**src/rtl/omec_pkg.sv**
```systemverilog
package omec_pkg;

  // width of each count field in a result
  localparam int FIELD_W = 24;
  // default width of the internal saturating counters
  localparam int COUNT_WIDTH_DEF = 24;
  localparam int TOKEN_W = 8;

  localparam logic [7:0] CHAR_NL    = 8'h0a;
  localparam logic [7:0] CHAR_SPACE = 8'h20;
  localparam logic [7:0] CHAR_HASH  = 8'h23;
  localparam logic [7:0] CHAR_ZERO  = 8'h30;
  localparam logic [7:0] CHAR_NINE  = 8'h39;
  localparam logic [7:0] CHAR_V     = 8'h76;
  localparam logic [7:0] CHAR_F     = 8'h66;
  localparam logic [7:0] CHAR_T     = 8'h74;
  localparam logic [7:0] CHAR_N     = 8'h6e;

  // a fan of n corners makes n minus this many triangles
  localparam logic [TOKEN_W-1:0] FAN_BASE  = 8'd2;
  localparam logic [TOKEN_W-1:0] FAN_MIN   = 8'd3;
  localparam logic [TOKEN_W-1:0] TOKEN_MAX = 8'hff;

  typedef enum logic [3:0] {
    MODE_IDLE = 4'b0001,  // skipping to the next newline
    MODE_LINE = 4'b0010,  // first character of a line
    MODE_VERT = 4'b0100,  // seen 'v'
    MODE_FACE = 4'b1000   // inside a face line
  } scan_mode_t;

  typedef struct packed {
    logic [7:0] text_byte;
    logic       end_of_file;
  } in_t;

  typedef struct packed {
    logic [FIELD_W-1:0] vertex_count;
    logic [FIELD_W-1:0] normal_count;
    logic [FIELD_W-1:0] texcoord_count;
    logic [FIELD_W-1:0] triangle_count;
    logic               has_normals;
    logic               has_texcoords;
  } out_t;

endpackage

```
**src/rtl/omec_scan.sv**
```systemverilog
module omec_scan
  import omec_pkg::*;
#(
  parameter int COUNT_WIDTH = COUNT_WIDTH_DEF
) (
  input  logic clk,
  input  logic rst,
  input  logic take,
  input  in_t  item,
  output out_t result
);

  localparam logic [COUNT_WIDTH-1:0] COUNT_MAX = {COUNT_WIDTH{1'b1}};

  scan_mode_t             scan_mode, scan_mode_next;
  logic                   after_space, after_space_next;
  logic [TOKEN_W-1:0]     face_tokens, face_tokens_next;
  logic [COUNT_WIDTH-1:0] vertices_seen, vertices_seen_next;
  logic [COUNT_WIDTH-1:0] normals_seen, normals_seen_next;
  logic [COUNT_WIDTH-1:0] texcoords_seen, texcoords_seen_next;
  logic [COUNT_WIDTH-1:0] triangles_seen, triangles_seen_next;
  logic                   normal_flag, normal_flag_next;
  logic                   texcoord_flag, texcoord_flag_next;

  logic [COUNT_WIDTH:0]   tri_sum;
  logic [7:0]             c;

  assign c = item.text_byte;
  assign tri_sum = {1'b0, triangles_seen} + (COUNT_WIDTH+1)'(face_tokens - FAN_BASE);

  always_comb begin
    scan_mode_next      = scan_mode;
    after_space_next    = after_space;
    face_tokens_next    = face_tokens;
    vertices_seen_next  = vertices_seen;
    normals_seen_next   = normals_seen;
    texcoords_seen_next = texcoords_seen;
    triangles_seen_next = triangles_seen;
    normal_flag_next    = normal_flag;
    texcoord_flag_next  = texcoord_flag;
    case (scan_mode)
      MODE_IDLE: begin
        if (c == CHAR_NL) scan_mode_next = MODE_LINE;
      end
      MODE_LINE: begin
        if (c == CHAR_V) scan_mode_next = MODE_VERT;
        else if (c == CHAR_F) scan_mode_next = MODE_FACE;
        else scan_mode_next = MODE_IDLE;
      end
      MODE_VERT: begin
        if (c == CHAR_SPACE) begin
          if (vertices_seen != COUNT_MAX) begin
            vertices_seen_next = vertices_seen + COUNT_WIDTH'(1);
          end
        end else if (c == CHAR_T) begin
          if (texcoords_seen != COUNT_MAX) begin
            texcoords_seen_next = texcoords_seen + COUNT_WIDTH'(1);
          end
          texcoord_flag_next = 1'b1;
        end else if (c == CHAR_N) begin
          if (normals_seen != COUNT_MAX) begin
            normals_seen_next = normals_seen + COUNT_WIDTH'(1);
          end
          normal_flag_next = 1'b1;
        end
        scan_mode_next = MODE_IDLE;
      end
      MODE_FACE: begin
        if (c == CHAR_NL || c == CHAR_HASH) begin
          // fan split: tokens minus two triangles
          if (face_tokens >= FAN_MIN) begin
            triangles_seen_next = tri_sum[COUNT_WIDTH] ? COUNT_MAX
                                                       : tri_sum[COUNT_WIDTH-1:0];
          end
          face_tokens_next = '0;
          after_space_next = 1'b0;
          scan_mode_next   = MODE_LINE;
        end else if (c == CHAR_SPACE) begin
          after_space_next = 1'b1;
        end else if (after_space && (c inside {[CHAR_ZERO:CHAR_NINE]})) begin
          if (face_tokens != TOKEN_MAX) face_tokens_next = face_tokens + TOKEN_W'(1);
          after_space_next = 1'b0;
        end
      end
      default: begin
        scan_mode_next = MODE_IDLE;
      end
    endcase
  end

  // counts as seen after this byte, cut or widened to the field width
  logic [FIELD_W+COUNT_WIDTH-1:0] vert_ext, norm_ext, tex_ext, tri_ext;
  assign vert_ext = {{FIELD_W{1'b0}}, vertices_seen_next};
  assign norm_ext = {{FIELD_W{1'b0}}, normals_seen_next};
  assign tex_ext  = {{FIELD_W{1'b0}}, texcoords_seen_next};
  assign tri_ext  = {{FIELD_W{1'b0}}, triangles_seen_next};

  always_comb begin
    result.vertex_count   = vert_ext[FIELD_W-1:0];
    result.normal_count   = norm_ext[FIELD_W-1:0];
    result.texcoord_count = tex_ext[FIELD_W-1:0];
    result.triangle_count = tri_ext[FIELD_W-1:0];
    result.has_normals    = normal_flag_next;
    result.has_texcoords  = texcoord_flag_next;
  end

  always_ff @(posedge clk) begin
    if (rst || (take && item.end_of_file)) begin
      // last byte of a file starts the next one from scratch
      scan_mode      <= MODE_IDLE;
      after_space    <= 1'b0;
      face_tokens    <= '0;
      vertices_seen  <= '0;
      normals_seen   <= '0;
      texcoords_seen <= '0;
      triangles_seen <= '0;
      normal_flag    <= 1'b0;
      texcoord_flag  <= 1'b0;
    end else if (take) begin
      scan_mode      <= scan_mode_next;
      after_space    <= after_space_next;
      face_tokens    <= face_tokens_next;
      vertices_seen  <= vertices_seen_next;
      normals_seen   <= normals_seen_next;
      texcoords_seen <= texcoords_seen_next;
      triangles_seen <= triangles_seen_next;
      normal_flag    <= normal_flag_next;
      texcoord_flag  <= texcoord_flag_next;
    end
  end

endmodule

```
**src/rtl/obj_mesh_element_counter_top.sv**
```systemverilog
// mesh text element counter
// byte channel: byte_valid / byte_stall / byte_data carry one character of
//   a mesh text file per transfer, with end_of_file set on the last one
// count channel: count_valid / count_stall / count_data carry one result per
//   file: vertex, normal, texcoord and triangle counts plus two flags
// throughput: one byte per clock while byte_stall is low; the scanner state is
//   updated in the cycle a byte transfers, so every unstalled cycle can take a byte
// latency: the result of a file is valid the cycle after its last byte
//   transfers and sits in the output register until taken
// stall: byte_stall rises only while a result waits and count_stall is high;
//   the output register then holds, and a new last byte could not be stored
// reset: rst (synchronous) empties the output register and clears all
//   counters; the first line of each file is never classified
// counters are COUNT_WIDTH bits wide and saturate; each field shows the low
//   24 bits of its counter
module obj_mesh_element_counter_top
  import omec_pkg::*;
#(
  parameter int COUNT_WIDTH = COUNT_WIDTH_DEF
) (
  input  logic clk,
  input  logic rst,
  input  logic byte_valid,
  output logic byte_stall,
  input  in_t  byte_data,
  output logic count_valid,
  input  logic count_stall,
  output out_t count_data
);

  logic take;
  out_t result;

  // hold off input only while a result is stuck in the output register
  assign byte_stall = count_valid && count_stall;
  assign take       = byte_valid && !byte_stall;

  omec_scan #(
    .COUNT_WIDTH(COUNT_WIDTH)
  ) u_scan (
    .clk   (clk),
    .rst   (rst),
    .take  (take),
    .item  (byte_data),
    .result(result)
  );

  // output register: loaded on the last byte of a file
  always_ff @(posedge clk) begin
    if (rst) begin
      count_valid <= 1'b0;
    end else if (take && byte_data.end_of_file) begin
      count_valid <= 1'b1;
    end else if (!count_stall) begin
      count_valid <= 1'b0;
    end
  end

  always_ff @(posedge clk) begin
    if (take && byte_data.end_of_file) begin
      count_data <= result;
    end
  end

endmodule

```
**config.mk**
```make
export PLATFORM = sky130hd
export DESIGN_NAME = obj_mesh_element_counter_top
export DESIGN_NICKNAME = d
export VERILOG_FILES = /design/src/rtl/omec_pkg.sv /design/src/rtl/omec_scan.sv /design/src/rtl/obj_mesh_element_counter_top.sv
export SDC_FILE = /design/constraint.sdc
export NUM_CORES = 1
export LEC_CHECK = 0
export BUFFER_PORTS_ARGS = -buffer_cell sky130_fd_sc_hd__buf_2
export CORE_MARGIN = 10
export CORE_UTILIZATION = 54
export DETAILED_ROUTE_END_ITERATION = 7
export PLACE_DENSITY = 0.77
export SLEW_MARGIN = 20
export SYNTH_ARGS = -nofsm -noshare
export SYNTH_HDL_FRONTEND = slang
export SYNTH_SLANG_ARGS = --single-unit
```
**constraint.sdc**
```tcl
create_clock -name clk -period 4.6 [get_ports clk]
set_input_delay 0.23 -clock clk [delete_from_list [all_inputs] [get_ports clk]]
set_output_delay 0.23 -clock clk [all_outputs]
set_load 0.02 [all_outputs]
```
Yosys cells after proc, flatten, opt, wreduce, memory -nomap -nowiden
Cells that the tools add are included.
{"block": "op_classes", "n_lt_le_gt_ge": 3, "n_reduce_logical": 14, "add_sub_neg": 6, "eq_ne": 19, "muxes": 37}
{"operator": "$mux 24", "count": 16}
{"operator": "$add 24x1->24 const B", "count": 3}
{"operator": "$ne 24x24->1 const B", "count": 3}
{"operator": "$eq 8x7->1 const B", "count": 4}
{"operator": "$mux 8", "count": 4}
{"operator": "$add 24x25->25", "count": 1}
{"operator": "$eq 8x6->1 const B", "count": 2}
{"operator": "$mux 4", "count": 4}
{"operator": "$mux 1", "count": 12}
{"operator": "$pmux 4 s3", "count": 1}
{"operator": "$sub 8x2->9 const B", "count": 1}
{"operator": "$add 8x1->8 const B", "count": 1}
{"operator": "$eq 8x4->1 const B", "count": 1}
{"operator": "$ge 8x2->1 const B", "count": 1}
{"operator": "$ge 8x6->1 const B", "count": 1}
{"operator": "$le 8x6->1 const B", "count": 1}
{"operator": "$ne 2x1->1 const B", "count": 4}
{"operator": "$ne 8x8->1 const B", "count": 1}
{"operator": "$reduce_and 3->1", "count": 2}
{"operator": "$logic_and 1x1->1", "count": 5}
{"operator": "$reduce_and 5->1", "count": 1}
{"operator": "$eq 4x1->1 const B", "count": 1}
{"operator": "$eq 4x2->1 const B", "count": 1}
{"operator": "$eq 4x3->1 const B", "count": 1}
{"operator": "other kinds (5)", "count": 7}
{"block": "word_totals", "regBits": 210, "input_bits": 13, "out_inout_bits": 100, "word_cells": 95}

Longest topological paths before layout
{"block": "logic_depth", "word_depth": 6, "mapped_depth": 15, "mapped_depth_nobuf": 13}

Cells and area by module
A second synthesis with hierarchy kept.
{"block": "unflattened", "hier_cells": 1146, "area_unflattened_um2": 10968.0}
{"module": "omec_scan", "area_per_inst_um2": 7976.4, "instances": 1, "cells_per_inst": 1041, "seq_area_each_um2": 2222.1}
{"module": "obj_mesh_element_counter_top", "area_per_inst_um2": 2991.6, "instances": 1, "cells_per_inst": 105, "seq_area_each_um2": 2962.8}

Least setup slack after synthesis
Ideal clock, no wire load.
{"block": "synth_path", "kind": "register -> register", "start": "register count_valid", "end": "register u_scan.vertices_seen[10]", "period_less_slack_ns": 4.528, "path_buffers": 3, "required_time_ns": 4.472, "arrival_ns": 4.401, "slack_ns": 0.072, "setup_time_ns": 0.128, "stages_incl_launch_ff": 9, "cell_sequence": "dfxtp_1 > and2_1 > nor2b_1 > and2_1 > or2_2 > clkbuf_1 > clkbuf_1 > buf_1 > nor2_1"}
{"block": "synth_via", "elab_chain_cells": 5}
{"element": "start, declared", "line_no": "obj_mesh_element_counter_top.sv:26", "text": "output logic count_valid,"}
{"element": "start signal, assigned", "line_no": "obj_mesh_element_counter_top.sv:51", "text": "count_valid <= 1'b0;"}
{"element": "start signal, assigned", "line_no": "obj_mesh_element_counter_top.sv:53", "text": "count_valid <= 1'b1;"}
{"element": "start signal, assigned", "line_no": "obj_mesh_element_counter_top.sv:55", "text": "count_valid <= 1'b0;"}
{"element": "$logic_and 1x1->1 (*)", "line_no": "obj_mesh_element_counter_top.sv:35", "text": "assign byte_stall = count_valid && count_stall;"}
{"element": "named net byte_stall", "line_no": "obj_mesh_element_counter_top.sv:24", "text": "output logic byte_stall,"}
{"element": "$logic_not 1->1 (*)", "line_no": "obj_mesh_element_counter_top.sv:36", "text": "assign take = byte_valid && !byte_stall;"}
{"element": "$logic_and 1x1->1 (*)", "line_no": "obj_mesh_element_counter_top.sv:36"}
{"element": "$logic_and 1x1->1", "line_no": "omec_scan.sv:108", "text": "if (rst || (take && item.end_of_file)) begin"}
{"element": "$logic_or 1x1->1", "line_no": "omec_scan.sv:108"}
{"element": "end signal, assigned", "line_no": "omec_scan.sv:123", "text": "vertices_seen <= vertices_seen_next;"}
{"element": "end, declared", "line_no": "omec_scan.sv:18", "text": "logic [COUNT_WIDTH-1:0] vertices_seen, vertices_seen_next;"}
The timed path passes the listed nets; every way through them passes the cells marked *.
A chain may end at the register's enable or synchronous reset.

==> summary by stage <==
Synthesis
Of the synthesized area, sequential elements account for 0.476. The post-synthesis instance area is 0.0109 mm2. The synthesized design contains 98 enable-type register cells. The most common flop cell mapped by yosys is sky130_fd_sc_hd__dfxtp_1. A synthesized cell averages 9.53 um2. Yosys mapped the design onto 76 distinct sky130hd cell types. The net count after synthesis is 1187. By area the synthesized netlist is led by sky130_fd_sc_hd__edfxtp_1 27%, sky130_fd_sc_hd__dfxtp_1 21%, sky130_fd_sc_hd__xnor2_1 7.0%.

Counting every instance in the synthesized netlist gives 1143. The post-synthesis register bit count is 210. For this run, the number of Yosys warnings is 0. The fraction of registers with async set/reset is 0. The cell type with the largest total area after synthesis is sky130_fd_sc_hd__edfxtp_1. The share of synthesized area in the top cell type comes to 0.270.

Clock tree
The clock buffer count from CTS is 23. After clock tree synthesis, the flow added hold-fix buffers numbering 0. The post-cts gate resize count is 0. The number of levels in the clock H-tree is 1. The clock passes through at most 3 buffers.

The number of setup buffers added after CTS is 0. The clock slew at the register clock pins of the worst setup and hold paths is 0.06 ns. The latest clock arrival within the worst-skew pair is 0.51 ns. TritonCTS built the clock tree.

The tree is rooted in a sky130_fd_sc_hd__clkbuf_16. The count of clock tree sinks is 210.

Power and ir drop
Of the total power, the clock network draws 0.447. The internal power component is 0.00304 W. The design draws 0.00391 W.

The reported net switching power is 0.000873 W. Of the total power, the share spent switching nets is 0.223. The proportion of power drawn by flip-flops and latches is 0.512. The leakage power summed over all cells is 4.64 nW. IR analysis of the VDD net gives a maximum drop of 253 uV.

The power per cell area is 316 mW/mm2. The fraction of power consumed by combinational cells is 0.042.

Route
The final route contains 8582 vias. The routed via count divided by cell count is 5.63. The first-pass iteration count of the detailed router is 5. The routed design has 25300 um of wire.

The number of antenna-violating nets in the routed design is 0. The number of DRC markers after the initial detailed-route iteration is 513. The post-route DRC violation count is 0. The final routed wire length divided by cell count is 16.6 um.

Critical path
Counting both buffers and inverters, the worst setup path holds a total of 1. Traced cell by cell, the critical path runs through or4_1 -> nor4_2 -> buf_4 -> ha_1 -> a21oi_1 -> o21ai_0 -> a22oi_1 -> a41oi_1 -> or3_1 -> a32oi_1 -> o21ai_0. The critical-path cell with the highest stage delay is sky130_fd_sc_hd__or3_1. The data arrival time of the worst path is 4.39 ns.

The highest net fanout along the worst path is 23. The most prevalent standard cell on the critical path is sky130_fd_sc_hd__o21ai_0. The required time at the worst-slack endpoint is 4.84 ns. The critical path endpoint category is a flip-flop. The slack of the worst reg-to-reg path is 0.45 ns.

The worst setup path is launched from a flip-flop. In this design, the stage delay of the slowest critical-path cell is 0.72 ns. The setup path with the least slack is of type flip-flop to flip-flop. The critical path's top delay family is simple AND/OR/NAND/NOR gates.

Finish
In the final layout, the share of cells above drive strength 1 is 0.155. At the end of the flow the core is filled with cells to 0.630. At the end of the flow, the number of nets in the layout was 1281. Compared with the post-synthesis result, the final layout area differs by 13.7%. In the final layout, the multi-input gates occupy 0.00540 mm2. The sequential cells in the finished layout cover a total of 0.00518 mm2. Fill cells in the final layout number 1661.

Floorplanning
The die is 162 um tall. From left edge to right edge, the die measures 162 um. After floorplanning, the core was divided into 51 placement rows.

The die covers 0.0262 mm2. The area of the placeable core is 0.0197 mm2. Pin placement for this block handled 113 I/O pins. For this configuration, the core starts out at a cell density of 0.554.

Global routing
Across every metal layer, demand over resource in global routing totals 0.187. The number of global-route vias before repair was 8156. The first-pass GRT wire length is 41800 um. The number of antenna violations at the first check in global routing is 5. Entering global routing, the biggest net connects 76 pins. The residual overflow from global routing is 0.

STA
The number of hold-slack violations in the final timing report is 0. The number of setup violations in the final report is 0. Setup repair after global routing left no endpoint under its margin. The number of pins exceeding their max-slew limit in the final report is 0. The fmax is 241 MHz. The slew at the pin closest to its max-slew limit is 1.00 ns. The share of the clock period used by the worst path after layout is 0.903. Measured against its own limit, the worst slew margin works out to 0.331. The final setup skew is 0.0109 ns. The clock period minus worst slack is 4.15 ns. The tightest hold path in the finished design has a slack of 0.0505 ns. After routing, the total negative slack on setup checks comes to 0 ns.

Placement
The HPWL after detailed placement is 17600 um. The count of buffers from port buffering is 112. The congestion estimate from routability-driven global placement came to 0.899.

Run
The max-capacitance violation count is 0.

Min path
In this run the worst hold path is classified as input port to flip-flop.

Status
The run finished with clean final reports.
metal layers:
layer | track usage | up-vias | part of all wire
met5 | 0 | - | 0.00051
met4 | 0.0414 | 2 | 0.016
met3 | 0.0435 | 33 | 0.067
met2 | 0.311 | 193 | 0.47
met1 | 0.243 | 4051 | 0.45
li1 | - | 4303 | -
through the flow:
step | cell area, um2 | worst slack [ns] | std cells
after floorplan | 10900 | 0.0718 | 1143
after global placement | 11700 | 0.562 | 1477
after detailed placement | 11700 | 0.479 | 1477
after CTS | 12400 | 0.451 | 1519
after global routing | 12400 | 0.0842 | 1521
final | 12400 | 0.448 | 1523
power groups by stage:
| stage | combinational [W] | sequential [W] | clock [W] |
|---|---|---|---|
| after floorplan | 0.0000503 | 0.00209 | 0 |
| after global placement | 0.000165 | 0.00204 | 0 |
| after detailed placement | 0.000166 | 0.00204 | 0 |
| after CTS | 0.000166 | 0.00200 | 0.00178 |
| after global routing | 0.000176 | 0.00200 | 0.00187 |
| final | 0.000163 | 0.00200 | 0.00175 |
registers in the layout, summed over array words and instances (netlist names):
register / count
u_scan.texcoords_seen: 24
count_data: 98
u_scan.texcoord_flag: 1
u_scan.after_space: 1
u_scan.vertices_seen: 24
u_scan.normal_flag: 1
u_scan.normals_seen: 24
u_scan.scan_mode: 4
u_scan.face_tokens: 8
u_scan.triangles_seen: 24
count_valid: 1
cells by family (layout without fill, tap and decap cells):
group	Yosys count	count (layout)	synth area share
flops	210	210	0.476
compound gates	225	225	0.129
other cells	0	4	0
xor+xnor	151	151	0.121
buf+inv	77	188	0.0282
simple gates	444	444	0.204
mux	5	5	0.00494
fa+ha+maj	31	31	0.0363
final cells by class:
class                   instances  share of cell area
diodes                          4            0.000809
clock buffers                  28              0.0496
well taps                     265              0.0268
repair buffers                124              0.0526
flip-flops and latches        210               0.419
clock inverters                14             0.00839
inverters                      22             0.00667
multi-input cells             856               0.436
layout by cell type, fill, tap and decap left out, drive strengths merged, types with 11 or more instances in the layout:
master / instances
nor2: 143
xor2: 64
clkinv: 11
a31oi: 30
and3: 23
nor3: 26
nand2: 93
and2: 12
clkbuf: 28
nand4: 29
a21oi: 69
buf: 124
inv: 23
dfxtp: 112
and4: 11
o21ai: 69
or3: 19
xnor2: 87
nand3: 48
edfxtp: 98
ha: 30
synthesized netlist by cell type, types with 4 or more instances:
cell                         n
sky130_fd_sc_hd__dfxtp_1   112
sky130_fd_sc_hd__and3_1     23
sky130_fd_sc_hd__or3_1      19
sky130_fd_sc_hd__nor3_1     24
sky130_fd_sc_hd__a31oi_1    29
sky130_fd_sc_hd__nand4b_1    4
sky130_fd_sc_hd__a21o_1      8
sky130_fd_sc_hd__xor2_1     64
sky130_fd_sc_hd__nand2_1    93
sky130_fd_sc_hd__nor4_1      7
sky130_fd_sc_hd__buf_1       5
sky130_fd_sc_hd__and4_1     11
sky130_fd_sc_hd__inv_1      22
sky130_fd_sc_hd__o21ai_0    68
sky130_fd_sc_hd__o211ai_1    5
sky130_fd_sc_hd__buf_2       4
sky130_fd_sc_hd__clkbuf_1   43
sky130_fd_sc_hd__or2_2       6
sky130_fd_sc_hd__edfxtp_1   98
sky130_fd_sc_hd__and2_1     12
sky130_fd_sc_hd__nand4_1    27
sky130_fd_sc_hd__nor2_1    142
sky130_fd_sc_hd__ha_1       30
sky130_fd_sc_hd__a21oi_1    68
sky130_fd_sc_hd__a211oi_1    8
sky130_fd_sc_hd__nand3_1    46
sky130_fd_sc_hd__xnor2_1    87
sky130_fd_sc_hd__o31ai_1     4
sky130_fd_sc_hd__nand2b_1    5
path summary, 6_finish.rpt:
kind,start,to,depth (start not counted)
worst max-delay path,u_scan.face_tokens[3],count_data[10],11
worst min-delay path,rst,count_valid,2
worst max register to register,u_scan.face_tokens[3],count_data[10],11
worst min register to register,u_scan.after_space,u_scan.after_space,2
(Power assumes the default switching activity.)
